### src/hw/rtl/ggfe_pkg.sv
// ----------------------------------------------------------------------------
// ggfe_pkg
// Shared constants, operation codes, types and the wire select function of the
// gate genome fitness evaluator.
// ----------------------------------------------------------------------------
package ggfe_pkg;

  // Genome and scoring constants.
  localparam int unsigned GateCount    = 20;
  localparam int unsigned TestLimit    = 64;
  localparam int unsigned NumWires     = 5;
  localparam int unsigned ScoreW       = 9;
  localparam int unsigned ScoreCap     = NumWires * TestLimit;
  localparam int unsigned PerfectReset = 130;

  // Field widths.
  localparam int unsigned GateIdxW = 5;
  localparam int unsigned SrcW     = 3;
  localparam int unsigned OpW      = 3;
  localparam int unsigned EntryW   = 2 * SrcW + OpW;
  localparam int unsigned MatchW   = 3;

  // Gate operation codes.
  localparam logic [OpW-1:0] OpCopy = 3'd0;
  localparam logic [OpW-1:0] OpNot  = 3'd1;
  localparam logic [OpW-1:0] OpOr   = 3'd2;
  localparam logic [OpW-1:0] OpAnd  = 3'd3;
  localparam logic [OpW-1:0] OpXor  = 3'd4;

  // Request kinds carried on tuser.
  localparam logic ReqGateWrite = 1'b0;
  localparam logic ReqTest      = 1'b1;

  // Status of the evaluation engine as seen by the top level.
  typedef struct packed {
    logic idle;
    logic res_valid;
  } eng_status_t;

  // One stored gate: source a, source b and operation.
  typedef struct packed {
    logic [SrcW-1:0] src_a;
    logic [SrcW-1:0] src_b;
    logic [OpW-1:0]  op;
  } gate_entry_t;

  // Reads one wire; indices beyond the last wire read as zero.
  function automatic logic wire_sel(input logic [NumWires-1:0] wires,
                                    input logic [SrcW-1:0] idx);
    logic bit_val;
    bit_val = 1'b0;
    for (int i = 0; i < NumWires; i++) begin
      if (idx == SrcW'(i)) begin
        bit_val = wires[i];
      end
    end
    return bit_val;
  endfunction

endpackage

### src/hw/rtl/ggfe_eval_engine.sv
// ----------------------------------------------------------------------------
// ggfe_eval_engine
// Holds the gate genome in a synchronous memory and runs it over one test
// vector, one gate per cycle, on a register of five wires.
// ----------------------------------------------------------------------------
module ggfe_eval_engine #(
  parameter int unsigned GATE_COUNT = ggfe_pkg::GateCount
) (
  input  logic                            clk_i,
  input  logic                            rst_ni,
  // Gate write
  input  logic                            gate_we_i,
  input  logic [ggfe_pkg::GateIdxW-1:0]   gate_idx_i,
  input  ggfe_pkg::gate_entry_t           gate_data_i,
  // Test start and result handoff
  input  logic                            start_i,
  input  logic [ggfe_pkg::NumWires-1:0]   test_inputs_i,
  input  logic                            res_take_i,
  output ggfe_pkg::eng_status_t           status_o,
  output logic [ggfe_pkg::NumWires-1:0]   wires_o
);

  localparam int unsigned AddrW = (GATE_COUNT > 1) ? $clog2(GATE_COUNT) : 1;
  localparam logic [AddrW-1:0] LastGate = AddrW'(GATE_COUNT - 1);
  localparam logic [2:0] LastDst = 3'(ggfe_pkg::NumWires - 1);

  typedef enum logic [2:0] {
    StIdle = 3'b001,
    StRun  = 3'b010,
    StDone = 3'b100
  } eng_state_e;

  eng_state_e state_q, state_d;
  logic [AddrW-1:0] gate_cnt_q, gate_cnt_d;
  logic [2:0]       dst_q, dst_d;
  logic [ggfe_pkg::NumWires-1:0] wires_q, wires_d;

  ggfe_pkg::gate_entry_t gate_mem [GATE_COUNT];
  ggfe_pkg::gate_entry_t rd_q;
  logic [AddrW-1:0]      rd_addr;
  logic                  is_last;
  logic                  op_a, op_b;

  // Gate memory: one write port, one registered read port.
  always_ff @(posedge clk_i) begin
    if (gate_we_i) begin
      gate_mem[AddrW'(gate_idx_i)] <= gate_data_i;
    end
    rd_q <= gate_mem[rd_addr];
  end

  assign is_last = (gate_cnt_q == LastGate);

  // Read ahead one gate; the first gate is fetched while idle.
  always_comb begin
    if (state_q == StRun && !is_last) begin
      rd_addr = gate_cnt_q + AddrW'(1);
    end else begin
      rd_addr = '0;
    end
  end

  assign op_a = ggfe_pkg::wire_sel(wires_q, rd_q.src_a);
  assign op_b = ggfe_pkg::wire_sel(wires_q, rd_q.src_b);

  // Sequencer and gate evaluation.
  always_comb begin
    state_d    = state_q;
    gate_cnt_d = gate_cnt_q;
    dst_d      = dst_q;
    wires_d    = wires_q;
    unique case (state_q)
      StIdle: begin
        if (start_i) begin
          wires_d    = test_inputs_i;
          gate_cnt_d = '0;
          dst_d      = '0;
          state_d    = StRun;
        end
      end
      StRun: begin
        unique case (rd_q.op)
          ggfe_pkg::OpCopy: wires_d[dst_q] = op_a;
          ggfe_pkg::OpNot:  wires_d[dst_q] = ~op_a;
          ggfe_pkg::OpOr:   wires_d[dst_q] = op_a | op_b;
          ggfe_pkg::OpAnd:  wires_d[dst_q] = op_a & op_b;
          ggfe_pkg::OpXor:  wires_d[dst_q] = op_a ^ op_b;
          default:          wires_d = wires_q;
        endcase
        dst_d      = (dst_q == LastDst) ? 3'd0 : dst_q + 3'd1;
        gate_cnt_d = gate_cnt_q + AddrW'(1);
        if (is_last) begin
          state_d = StDone;
        end
      end
      StDone: begin
        if (res_take_i) begin
          state_d = StIdle;
        end
      end
      default: state_d = StIdle;
    endcase
  end

  always_ff @(posedge clk_i or negedge rst_ni) begin
    if (!rst_ni) begin
      state_q <= StIdle;
    end else begin
      state_q <= state_d;
    end
  end

  always_ff @(posedge clk_i) begin
    gate_cnt_q <= gate_cnt_d;
    dst_q      <= dst_d;
    wires_q    <= wires_d;
  end

  assign status_o.idle      = (state_q == StIdle);
  assign status_o.res_valid = (state_q == StDone);
  assign wires_o            = wires_q;

endmodule

### src/hw/rtl/gate_genome_fitness_eval_core.sv
// ----------------------------------------------------------------------------
// gate_genome_fitness_eval_core
// Loads a genome of gates and scores it against test vectors, accumulating a
// saturating score per genome.
// ----------------------------------------------------------------------------
//  Channel   Dir  Handshake          Contents
//  s_axis    in   tvalid/tready      gate write (tuser 0) or test vector (tuser 1)
//  m_axis    out  tvalid/tready      one result word per test vector
//  cfg       in   cfg_wr_en_i        perfect score register, no read-back
//
//  A gate write to an index below GATE_COUNT stores the gate. A test vector
//  loads the wires, reads each gate from the gate memory and evaluates it in
//  turn, and then hands the result to the output register.
//  The result register frees the input side; a full, stalled result register
//  holds the engine until it is taken. Reset clears the score to zero and
//  sets the perfect score to 130; the gate memory is undefined until written.
// ----------------------------------------------------------------------------
module gate_genome_fitness_eval_core #(
  parameter int unsigned GATE_COUNT = ggfe_pkg::GateCount
) (
  input  logic        clk_i,
  input  logic        rst_ni,
  // Input stream
  input  logic        s_axis_tvalid_i,
  output logic        s_axis_tready_o,
  // [4:0] gate_index, [7:5] source_a, [10:8] source_b, [13:11] gate_op,
  // [18:14] test_inputs, [23:19] expected_outputs
  input  logic [23:0] s_axis_tdata_i,
  // [0] req_type
  input  logic        s_axis_tuser_i,
  input  logic        s_axis_tlast_i,
  // Result stream
  output logic        m_axis_tvalid_o,
  input  logic        m_axis_tready_i,
  // [4:0] circuit_outputs, [7:5] bit_matches, [16:8] running_score,
  // [17] perfect, [23:18] zero
  output logic [23:0] m_axis_tdata_o,
  output logic        m_axis_tlast_o,
  // Configuration
  input  logic        cfg_wr_en_i,
  input  logic [8:0]  cfg_wr_data_i
);

  localparam int unsigned NW = ggfe_pkg::NumWires;
  localparam int unsigned SW = ggfe_pkg::ScoreW;
  localparam int unsigned MW = ggfe_pkg::MatchW;

  // Input field unpacking.
  logic [ggfe_pkg::GateIdxW-1:0] in_gate_idx;
  ggfe_pkg::gate_entry_t         in_entry;
  logic [NW-1:0]                 in_test, in_exp;
  logic                          in_accept;

  assign in_gate_idx    = s_axis_tdata_i[4:0];
  assign in_entry.src_a = s_axis_tdata_i[7:5];
  assign in_entry.src_b = s_axis_tdata_i[10:8];
  assign in_entry.op    = s_axis_tdata_i[13:11];
  assign in_test        = s_axis_tdata_i[18:14];
  assign in_exp         = s_axis_tdata_i[23:19];

  ggfe_pkg::eng_status_t eng_status;
  logic [NW-1:0]         eng_wires;
  logic                  gate_we, start, res_take;

  assign s_axis_tready_o = eng_status.idle;
  assign in_accept       = s_axis_tvalid_i & s_axis_tready_o;
  assign gate_we  = in_accept && (s_axis_tuser_i == ggfe_pkg::ReqGateWrite)
                    && (int'(in_gate_idx) < GATE_COUNT);
  assign start    = in_accept && (s_axis_tuser_i == ggfe_pkg::ReqTest);

  // Result register is free when empty or drained this cycle.
  logic out_valid_q, out_valid_d;
  assign res_take = eng_status.res_valid & (~out_valid_q | m_axis_tready_i);

  ggfe_eval_engine #(
    .GATE_COUNT(GATE_COUNT)
  ) u_engine (
    .clk_i        (clk_i),
    .rst_ni       (rst_ni),
    .gate_we_i    (gate_we),
    .gate_idx_i   (in_gate_idx),
    .gate_data_i  (in_entry),
    .start_i      (start),
    .test_inputs_i(in_test),
    .res_take_i   (res_take),
    .status_o     (eng_status),
    .wires_o      (eng_wires)
  );

  // Expected bits and last flag of the test in flight.
  logic [NW-1:0] exp_q;
  logic          last_q;

  always_ff @(posedge clk_i) begin
    if (start) begin
      exp_q  <= in_exp;
      last_q <= s_axis_tlast_i;
    end
  end

  // Match count over the five wires.
  logic [MW-1:0] match_cnt;
  logic [NW-1:0] eq_bits;

  always_comb begin
    eq_bits = ~(eng_wires ^ exp_q);
    match_cnt = '0;
    for (int i = 0; i < NW; i++) begin
      match_cnt = match_cnt + MW'(eq_bits[i]);
    end
  end

  // Saturating score update.
  logic [SW-1:0] score_q, score_d, perfect_q;
  logic [SW:0]   score_sum;
  logic [SW-1:0] score_sat;

  assign score_sum = {1'b0, score_q} + (SW + 1)'(match_cnt);
  assign score_sat = (score_sum > (SW + 1)'(ggfe_pkg::ScoreCap))
                     ? SW'(ggfe_pkg::ScoreCap) : score_sum[SW-1:0];

  always_comb begin
    score_d = score_q;
    if (res_take) begin
      score_d = last_q ? '0 : score_sat;
    end
  end

  always_ff @(posedge clk_i or negedge rst_ni) begin
    if (!rst_ni) begin
      score_q   <= '0;
      perfect_q <= SW'(ggfe_pkg::PerfectReset);
    end else begin
      score_q <= score_d;
      if (cfg_wr_en_i) begin
        perfect_q <= cfg_wr_data_i;
      end
    end
  end

  // Output register.
  logic [NW-1:0] out_wires_q;
  logic [MW-1:0] out_matches_q;
  logic [SW-1:0] out_score_q;
  logic          out_perfect_q, out_last_q;

  assign out_valid_d = res_take | (out_valid_q & ~m_axis_tready_i);

  always_ff @(posedge clk_i or negedge rst_ni) begin
    if (!rst_ni) begin
      out_valid_q <= 1'b0;
    end else begin
      out_valid_q <= out_valid_d;
    end
  end

  always_ff @(posedge clk_i) begin
    if (res_take) begin
      out_wires_q   <= eng_wires;
      out_matches_q <= match_cnt;
      out_score_q   <= score_sat;
      out_perfect_q <= (score_sat == perfect_q);
      out_last_q    <= last_q;
    end
  end

  assign m_axis_tvalid_o = out_valid_q;
  assign m_axis_tdata_o  = {6'd0, out_perfect_q, out_score_q, out_matches_q, out_wires_q};
  assign m_axis_tlast_o  = out_last_q;

endmodule
### config.mk
export PLATFORM = sky130hd
export DESIGN_NAME = gate_genome_fitness_eval_core
export DESIGN_NICKNAME = d
export VERILOG_FILES = /design/src/hw/rtl/ggfe_pkg.sv /design/src/hw/rtl/ggfe_eval_engine.sv /design/src/hw/rtl/gate_genome_fitness_eval_core.sv
export SDC_FILE = /design/constraint.sdc
export NUM_CORES = 1
export LEC_CHECK = 0
export ABC_AREA = 1
export BUFFER_PORTS_ARGS = -buffer_cell sky130_fd_sc_hd__buf_2
export CORE_MARGIN = 2
export CORE_UTILIZATION = 40
export CTS_CLUSTER_SIZE = 25
export DETAILED_ROUTE_END_ITERATION = 16
export PLACE_DENSITY_LB_ADDON = 0.3
export SETUP_SLACK_MARGIN = 0.05
export SLEW_MARGIN = 20
export SYNTH_ARGS = -nofsm -noshare
export SYNTH_HDL_FRONTEND = slang
export SYNTH_HIERARCHICAL = 1
export SYNTH_SLANG_ARGS = --single-unit
export TNS_END_PERCENT = 100
### constraint.sdc
create_clock -name clk_i -period 11.7 [get_ports clk_i]
set_clock_uncertainty 0.1 [all_clocks]
set_input_delay 0.585 -clock clk_i [delete_from_list [all_inputs] [get_ports clk_i]]
set_output_delay 0.585 -clock clk_i [all_outputs]
set_load 0.005 [all_outputs]
==> impl_metrics.toml, run 1 <==
[worst_hold_path]
min_to = "exp_q[4]"
min_delay_path_depth = 1
hold_class = "in -> reg"
hold_start = "s_axis_tdata_i[23]"

[power]
p_comb_frac = 0.155
clock_power_share = 0.372
p_total_uw = 2190
intPower_uw = 1590
p_switching_uw = 593
power.density_nw_per_um2 = 169
sequentialPowerShare = 0.474
vdd_drop_max_v = 0.000133
p_leak_uw = 0.00538
p_sw_frac = 0.271

[job]
maxCapViolations = 0

[sta]
drv_slew = 0
slew_headroom = 0.279
min_period_ps = 4210
rsz0062_at_grt = "no"
hold_viol = 0
fin_setup_tns_ps = 0
fmax_ghz = 0.238
finalSetupViolCount = 0
worst_pin_slew_ps = 1080
min_period_over_period = 0.359

[setup_path]
critPathLaunchType = "flop"
crit_required_ps = 12030
worstSetupEndpointType = "flop"
cp.arrival_ps = 4540
worst-r2r-setup-slack_ps = 7490
r2r-end = "u_engine/rd_q[7]"
reg2reg_from = "u_engine/gate_cnt_q[0]"
reg2reg_depth = 13
crit_fanout = 100
path_class = "reg -> reg"

[die]
core_region_area_um2 = 28500
pin_count = 67
design.die.area_um2 = 30100
start_util = 0.403
die_w_um = 174
die_y_um = 174
rows = 62

[synthesis]
synth-seq-area-share = 0.633
synth_edf_count = 218
ys_top_cells_by_area = "edfxtp_1, nand2_1, nand3_1, inv_1, dfrtp_1"
ys_ff_latch = 249
synthFlopType = "edfxtp_1"
syn-cell-area_um2 = 11500
async_reset_ff_frac = 0.0884
synth_largest_area_cell = "edfxtp_1"
yosys_warnings = 6
synth.distinct_cells = 43
synth_top_area_frac = 0.569
syn_area_per_cell_um2 = 10.2
synth_cells = 1123

[clocking]
ctsHtreeMaxLevel = 1
postCtsSetupBuffers = 0
clk_latency_ps = 560
path_clk_slew_ps = 60
cts-buffers-inserted = 27
cts_tree = "done"
cts.hold.buffers_added = 1
clockBufferDepth = 3
cts_root_buf = "clkbuf_16"
cts.sinks = 249
cts_resized = 0

[cells_and_area]
layout-drive-gt1-share = 0.125
fill_cells = 2685
diodes = 0
syn_to_final_growth_pct = 12.6
finish.net_count = 1229
final_util = 0.454

[global_route]
grt_max_degree = 101
grt_usage = 0.176
grt_pass1_wl_mm = 42.4
grt_pass1_vias = 7685
grt-ovfl-total = 0
antenna_found_initial = 0

[route]
vias = 7887
vias_per_cell = 4.99
ant_nets = 0
wl_per_cell_um = 16.7
routed_wl_mm = 26.4
first_iter_violations = 733
drc = 0
first_pass_iters = 5

[place]
io_buffer_count = 60
place_congestion = 0.844
hpwl_mm = 16.9

[outcome]
status = "finished, final reports clean"
[metal layers]
layer / vias up / wire length [um] / GRT usage / share of wire
li1: 3867 / - / - / -
met1: 3747 / 12100 / 0.251 / 0.46
met2: 238 / 12100 / 0.280 / 0.46
met3: 35 / 1710 / 0.0344 / 0.065
met4: 0 / 486 / 0.0382 / 0.018
met5: - / 0 / 0 / 0
[registers in the layout, summed over array words and instances, names as in the netlist]
name and flops:
exp_q 5, last_q 1, m_axis_tlast_o 1, m_axis_tvalid_o 1
out_matches_q 3, out_perfect_q 1, out_score_q 9, out_wires_q 5
perfect_q 9, score_q 9, u_engine/dst_q 3, u_engine/gate_cnt_q 5
u_engine/gate_mem 180, u_engine/rd_q 9, u_engine/state_q 3, u_engine/wires_o 5
[placed cells by master (no fill, tap or decap), drive strengths merged]
| master | instances |
|---|---|
| conb | 6 |
| o22ai | 19 |
| clkinv | 9 |
| o211ai | 9 |
| nand2 | 307 |
| xnor2 | 5 |
| ha | 8 |
| nand3 | 141 |
| bufinv | 1 |
| nor3 | 5 |
| a21oi | 13 |
| a31o | 1 |
| a31oi | 5 |
| mux2 | 1 |
| dfstp | 3 |
| inv | 146 |
| dfxtp | 9 |
| nor3b | 1 |
| buf | 63 |
| clkbuf | 36 |
| nor4 | 1 |
| nand4 | 4 |
| xor2 | 6 |
| nor2 | 80 |
| o21ai | 36 |
| fa | 3 |
| nand3b | 37 |
| dfrtp | 19 |
| o21a | 1 |
| or2 | 2 |
| edfxtp | 218 |
| dlygate4sd3 | 1 |
[logic make-up (layout without fill, tap and decap cells)]
| family | after synthesis | count (layout) | share of synthesized area |
|---|---|---|---|
| flops | 249 | 249 | 0.633 |
| xor+xnor | 11 | 11 | 0.00903 |
| other cells | 1 | 6 | 0.000326 |
| buf+inv | 188 | 256 | 0.0682 |
| fa+ha+maj | 11 | 11 | 0.0139 |
| simple gates | 578 | 578 | 0.233 |
| mux | 1 | 1 | 0.000979 |
| compound gates | 84 | 84 | 0.0420 |
[per-stage QoR]
| stage | cell area (um2) | hold slack, ps | cells | worst slack [ps] |
|---|---|---|---|---|
| 5_1_grt | 12900 | 111 | 1580 | 7160 |
| 6_report | 12900 | 129 | 1580 | 7490 |
| 4_1_cts | 12900 | 106 | 1580 | 7470 |
| 2_1_floorplan | 11500 | 189 | 1128 | 7810 |
| 3_5_place_dp | 12100 | 352 | 1532 | 7480 |
| 3_3_place_gp | 12100 | 338 | 1532 | 7540 |
[synthesized netlist by cell type, types with 2 or more instances]
library cell	count
nand2_1	292
buf_4	12
nor2_1	72
a31oi_1	5
nand3b_1	37
clkbuf_1	11
nor2_8	2
edfxtp_1	218
xnor2_1	5
fa_1	3
nor3_1	5
a21oi_1	12
o21ai_0	36
nor2_4	3
or2_2	2
dfxtp_1	9
xor2_1	5
dfstp_2	3
nand3_1	137
nor2_2	3
nand3_2	3
nand2_2	9
o211ai_1	9
ha_1	8
o22ai_1	19
buf_2	14
inv_2	12
buf_1	5
dfrtp_1	19
nand2_4	6
inv_1	133
nand4_1	3
[critical path, stage by stage (launching register included)]
cell,delay [ps]
edfxtp_1,420
ha_1,240
nand3_2,750
nand2_2,270
buf_4,840
inv_2,590
nand2_1,170
nand2_1,100
nand2_1,90
nand3_1,100
nand3_1,140
nand2_1,70
nand2_1,90
nand2_1,50
[layout make-up]
type                            count  area, um2  share of cell area
Sequential cell                   249       7280               0.562
Inverter                          145        544              0.0420
Timing Repair Buffer               64        333              0.0257
Multi-Input combinational cell    691       3460               0.268
Tap cell                          384        480              0.0371
Clock buffer                       36        761              0.0587
Clock inverter                     11       86.3             0.00667
[power by group through the flow]
stage          logic, uW  registers (uW)  clock network [uW]
2_1_floorplan        256            1050                   0
3_3_place_gp         332            1050                   0
3_5_place_dp         338            1050                   0
4_1_cts              339            1040                 831
5_1_grt              385            1040                 865
6_report             338            1040                 812
[worst max-delay path by stage]
stage,end,slack (ps),from
3_5_place_dp,u_engine/rd_q[3],7480,u_engine/gate_cnt_q[0]
3_3_place_gp,u_engine/rd_q[3],7540,u_engine/gate_cnt_q[0]
2_1_floorplan,out_perfect_q,7810,u_engine/wires_o[0]
6_report,u_engine/rd_q[7],7490,u_engine/gate_cnt_q[0]
5_1_grt,u_engine/rd_q[3],7160,u_engine/gate_cnt_q[0]
4_1_cts,u_engine/rd_q[3],7470,u_engine/gate_cnt_q[0]
No activity file was read; power rests on OpenSTA's default activity.
==> run 2, diff against run 1 <==
- ABC_AREA: 1 -> 0
- clock period: 11.7 -> 4.3 ns (I/O delays scaled with it)
==> run 2 against run 1 <==
Clock-buffer cell count decreased by 1. Critical path type unchanged. Area after synthesis decreased by 1.6%. Final area increased by 3.3%. Sequential cell count unchanged. Maximum frequency increased by 3.2%.
==> impl_metrics.toml, run 2 <==
[outcome]
status = "finished, final reports clean"

[route]
vias_per_cell = 5.45
wl_per_cell_um = 18.9
drc = 0
routed_wl_mm = 25.8
first_pass_iters = 7
vias = 7426
ant_nets = 0
first_iter_violations = 571

[die]
start_util = 0.406
die_y_um = 172
pin_count = 67
core_region_area_um2 = 27900
design.die.area_um2 = 29700
die_w_um = 172
rows = 61

[global_route]
grt_usage = 0.175
grt_max_degree = 69
antenna_found_initial = 0
grt_pass1_vias = 7239
grt_pass1_wl_mm = 40.0
grt-ovfl-total = 0

[setup_path]
crit_required_ps = 4570
reg2reg_depth = 14
crit_fanout = 6
r2r-end = "out_perfect_q"
worst-r2r-setup-slack_ps = 230
critPathLaunchType = "flop"
cp.arrival_ps = 4350
reg2reg_from = "u_engine/wires_o[3]"
worstSetupEndpointType = "flop"
path_class = "reg -> reg"

[synthesis]
yosys-top-cells-count = "edfxtp_1, nor2_1, nand2_1"
synth_top_area_frac = 0.578
synth-seq-area-share = 0.643
synth_cells = 854
synth_edf_count = 218
syn_area_per_cell_um2 = 13.3
syn-cell-area_um2 = 11300
synth.distinct_cells = 80
ys_ff_latch = 249
synthFlopType = "edfxtp_1"
ys_top_cells_by_area = "edfxtp_1, dfrtp_1, mux2i_1, nor2_1, nand2_1"
synth.most_common_cell = "edfxtp_1"
synth_largest_area_cell = "edfxtp_1"
async_reset_ff_frac = 0.0884
yosys_warnings = 6

[sta]
fin_setup_tns_ps = 0
min_period_over_period = 0.947
slew_headroom = 0.316
rsz0062_at_grt = "no"
fmax_ghz = 0.245
min_period_ps = 4070
finalSetupViolCount = 0
worst_pin_slew_ps = 1020
drv_slew = 0
hold_viol = 0

[clocking]
clk_latency_ps = 560
cts_root_buf = "clkbuf_16"
cts_tree = "done"
path_clk_slew_ps = 70
cts.sinks = 249
ctsHtreeMaxLevel = 1
clockBufferDepth = 3
cts-buffers-inserted = 27

[power]
power.density_nw_per_um2 = 475
p_leak_uw = 0.00465
vdd_drop_max_v = 0.000387

[job]
maxCapViolations = 0

[worst_hold_path]
min_delay_path_depth = 1
hold_class = "in -> reg"
hold_start = "s_axis_tdata_i[11]"
min_to = "u_engine/gate_mem[17][0]"

[place]
hpwl_mm = 16.6
io_buffer_count = 60
place_congestion = 0.881

[cells_and_area]
final_util = 0.480
finish.net_count = 1015
syn_to_final_growth_pct = 18.3
diodes = 0
final_cell_mix = "edfxtp_1, nor2_1, buf_2, nand2_1"
final_common_cell = "edfxtp_1"
layout-drive-gt1-share = 0.197
top_register = "u_engine/gate_mem"
largest_reg_flops = 180
## run 2: power by group
part / total, uW / leakage (uW) / internal, uW / switching [uW]
Combinational: 1330 / 0.00192 / 573 / 758
Sequential: 2840 / 0.00232 / 2740 / 101
Clock: 2190 / 0.000402 / 1240 / 946
## run 2: worst max-delay path by stage
stage	start	to	slack, ps	cells after the start
floorplan	u_engine/wires_o[0]	out_perfect_q	120	14
global placement	u_engine/wires_o[0]	out_perfect_q	100	15
detailed placement	u_engine/wires_o[0]	out_perfect_q	60	14
CTS	u_engine/wires_o[0]	out_perfect_q	70	15
global route	u_engine/wires_o[3]	out_perfect_q	60	14
finish	u_engine/wires_o[3]	out_perfect_q	230	14
## run 2: logic make-up after synthesis
family	synth area share
AO/OA/AOI/OAI	0.121
XOR/XNOR	0.0139
adder cells (fa/ha/maj)	0.0142
buffers and inverters	0.0281
flip-flops	0.643
multiplexers	0.0649
other	0.000331
AND/OR/NAND/NOR	0.114
## run 2: stage by stage
step | setup slack [ps] | instances | hold slack (ps) | area, um2 | power [uW]
after floorplan | 116 | 859 | -181 | 11400 | 3760
after global placement | 97.6 | 1281 | 116 | 12100 | 4120
after detailed placement | 56.9 | 1281 | 119 | 12100 | 4140
after CTS | 74.8 | 1360 | 2.07 | 13300 | 6360
after global routing | 59.9 | 1363 | 21.9 | 13400 | 6660
final | 227 | 1363 | 18.3 | 13400 | 6360
## run 2: routing by layer
| layer | share of wire | GRT usage | up-vias |
|---|---|---|---|
| li1 | - | - | 3506 |
| met1 | 0.46 | 0.245 | 3663 |
| met4 | 0.016 | 0.0406 | 0 |
| met5 | 0 | 0 | - |
| met2 | 0.47 | 0.285 | 225 |
| met3 | 0.054 | 0.0304 | 32 |
## run 2: timing repair
action / 4_1_cts / 5_1_grt
endpoints found under the setup margin: 1 / 11
setup buffers: 0 / 3
gates resized for setup: 2 / 19
endpoints found under the hold margin: 53 / 0
pin swaps: 0 / 14
hold buffers: 29 / 0
## run 2: cell type report
cell class	count	area (um2)
clock inverter	15	116
inverter	24	92.6
tap	378	473
fill	2420	14500
clock buffer	35	716
timing repair buffer	120	823
multi-input combinational	542	3880
sequential	249	7280
## run 2: critical path, stage by stage, from the launching register on
cell and delay, ps:
edfxtp_1 400, xnor2_1 160, fa_1 530, inv_1 50, fa_1 490, inv_2 50, ha_4 160, fa_2 410
a21o_1 220, a221oi_4 270, nor4bb_4 270, a31o_2 240, a21oi_4 100, o32a_1 190, nor4_2 250
==> run 3, diff against run 2 <==
- RECOVER_POWER: not set -> 50
==> run 3 against run 2 <==
Non-clock buffer count stayed put. Critical path type unchanged. Register-to-register slack hardly changed. Critical endpoint unchanged. Routed wire length hardly changed. Combinational power hardly changed. Maximum frequency hardly changed. Sequential share of layout area is 0.30 points higher.
==> impl_metrics.toml, run 3 (synthesis results as in run 2) <==
[outcome]
status = "finished, final reports clean"

[setup_path]
worst-r2r-setup-slack_ps = 230
crit_required_ps = 4570
crit_fanout = 6
reg2reg_depth = 14
critPathLaunchType = "flop"
cp.arrival_ps = 4350
worstSetupEndpointType = "flop"
path_class = "reg -> reg"

[route]
routed_wl_mm = 25.8
wl_per_cell_um = 18.9
first_iter_violations = 569
vias_per_cell = 5.48
first_pass_iters = 4
drc = 0
ant_nets = 0
vias = 7463

[global_route]
grt_pass1_wl_mm = 40.0
grt-ovfl-total = 0
globalRouteMet3Util = 0.0304
busiest_layer = "met2"
met1_usage = 0.245
use_met2 = 0.285
antenna_found_initial = 0
grt_pass1_vias = 7239
grt_usage = 0.175
grt_max_degree = 69

[sta]
finalSetupViolCount = 0
whs_ps = 24.4
min_period_over_period = 0.947
min_period_ps = 4070
fmax_ghz = 0.246
fin_setup_tns_ps = 0
slew_headroom = 0.147
rsz0062_at_grt = "no"
worst_pin_slew_ps = 1280
hold_viol = 0
drv_slew = 0

[clocking]
clk_latency_ps = 550
cts-buffers-inserted = 27
cts_root_buf = "clkbuf_16"
clockBufferDepth = 3
cts_tree = "done"
cts.sinks = 249
ctsHtreeMaxLevel = 1
path_clk_slew_ps = 60

[power]
p_switching_uw = 1810
p_sw_frac = 0.285
power.density_nw_per_um2 = 477
sequentialPowerShare = 0.448
intPower_uw = 4540
clock_power_share = 0.345
p_comb_frac = 0.207
vdd_drop_max_v = 0.000389
p_leak_uw = 0.00453

[die]
design.die.area_um2 = 29700
rows = 61
die_w_um = 172
start_util = 0.406
die_y_um = 172
core_region_area_um2 = 27900
pin_count = 67

[cells_and_area]
diodes = 0
syn_to_final_growth_pct = 17.6
layout-drive-gt1-share = 0.156
final_common_cell = "edfxtp_1"
top_register = "u_engine/gate_mem"
finish.net_count = 1015
fill_cells = 2438
fin_area_um2 = 13300
final_cell_mix = "edfxtp_1, nor2_1, nand2_1, clkbuf_1"
largest_reg_flops = 180

[worst_hold_path]
hold_class = "in -> reg"
min_delay_path_depth = 2

[job]
maxCapViolations = 0

[place]
placed_cell_area_um2 = 12100
place_congestion = 0.881
hpwl_mm = 16.6
io_buffer_count = 60
==> run 3: cell types whose count changed in the layout (fill, tap and decap cells not counted) <==
cell      change
dfstp_2       -2
xnor2_1       +1
dfstp_1       +2
buf_2        -29
xnor2_2       -1
clkbuf_1     +37
buf_4         -8
==> run 3: power by group through the flow <==
stage	logic [uW]	registers [uW]	clock network (uW)
floorplan	918	2840	0
global placement	1240	2890	0
detailed placement	1250	2890	0
CTS	1280	2840	2240
global route	1450	2860	2340
finish	1310	2840	2190
==> run 3: final timing paths <==
kind | startpoint | end
min | cfg_wr_en_i | perfect_q[4]
max reg2reg | u_engine/wires_o[3] | out_perfect_q
max | u_engine/wires_o[3] | out_perfect_q
max in group asynchronous | rst_ni | score_q[7]
min in group asynchronous | rst_ni | perfect_q[2]
min reg2reg | score_q[2] | score_q[2]
==> run 3: per-layer routing <==
metal	routed length [um]	share of wire
met1	12100	0.47
met2	12000	0.47
met5	0	0
met4	417	0.016
met3	1310	0.051
==> run 3: repair_timing <==
item / CTS / global route
endpoints found under the hold margin: 53 / 0
pin swaps: 0 / 14
hold buffers: 29 / 0
gates cloned: 0 / 0
setup endpoints to repair: 1 / 11
setup buffers: 0 / 3
resized for setup: 2 / 19
==> run 3: final cells by class <==
type / instances / area (um2) / area share
Multi-Input combinational cell: 542 / 3870 / 0.291
Sequential cell: 249 / 7280 / 0.547
Clock buffer: 35 / 716 / 0.0538
Inverter: 24 / 92.6 / 0.00696
Tap cell: 378 / 473 / 0.0355
Timing Repair Buffer: 120 / 757 / 0.0569
Clock inverter: 15 / 116 / 0.00874
==> run 3: metrics by stage <==
stage	std cells	utilization	setup slack [ps]	power [uW]
detailed placement	1281	0.435	56.9	4140
floorplan	859	-	116	3760
finish	1363	0.478	230	6340
global placement	1281	0.435	97.6	4120
global route	1363	0.478	61.0	6650
CTS	1360	0.476	74.8	6360
==> run 3: critical path, stage by stage, from the launching register on <==
cell,delay [ps]
edfxtp_1,400
xnor2_1,160
fa_1,530
inv_1,50
fa_1,490
inv_2,50
ha_4,160
fa_2,410
a21o_1,220
a221oi_4,270
nor4bb_4,270
a31o_2,240
a21oi_4,100
o32a_1,190
nor4_2,250
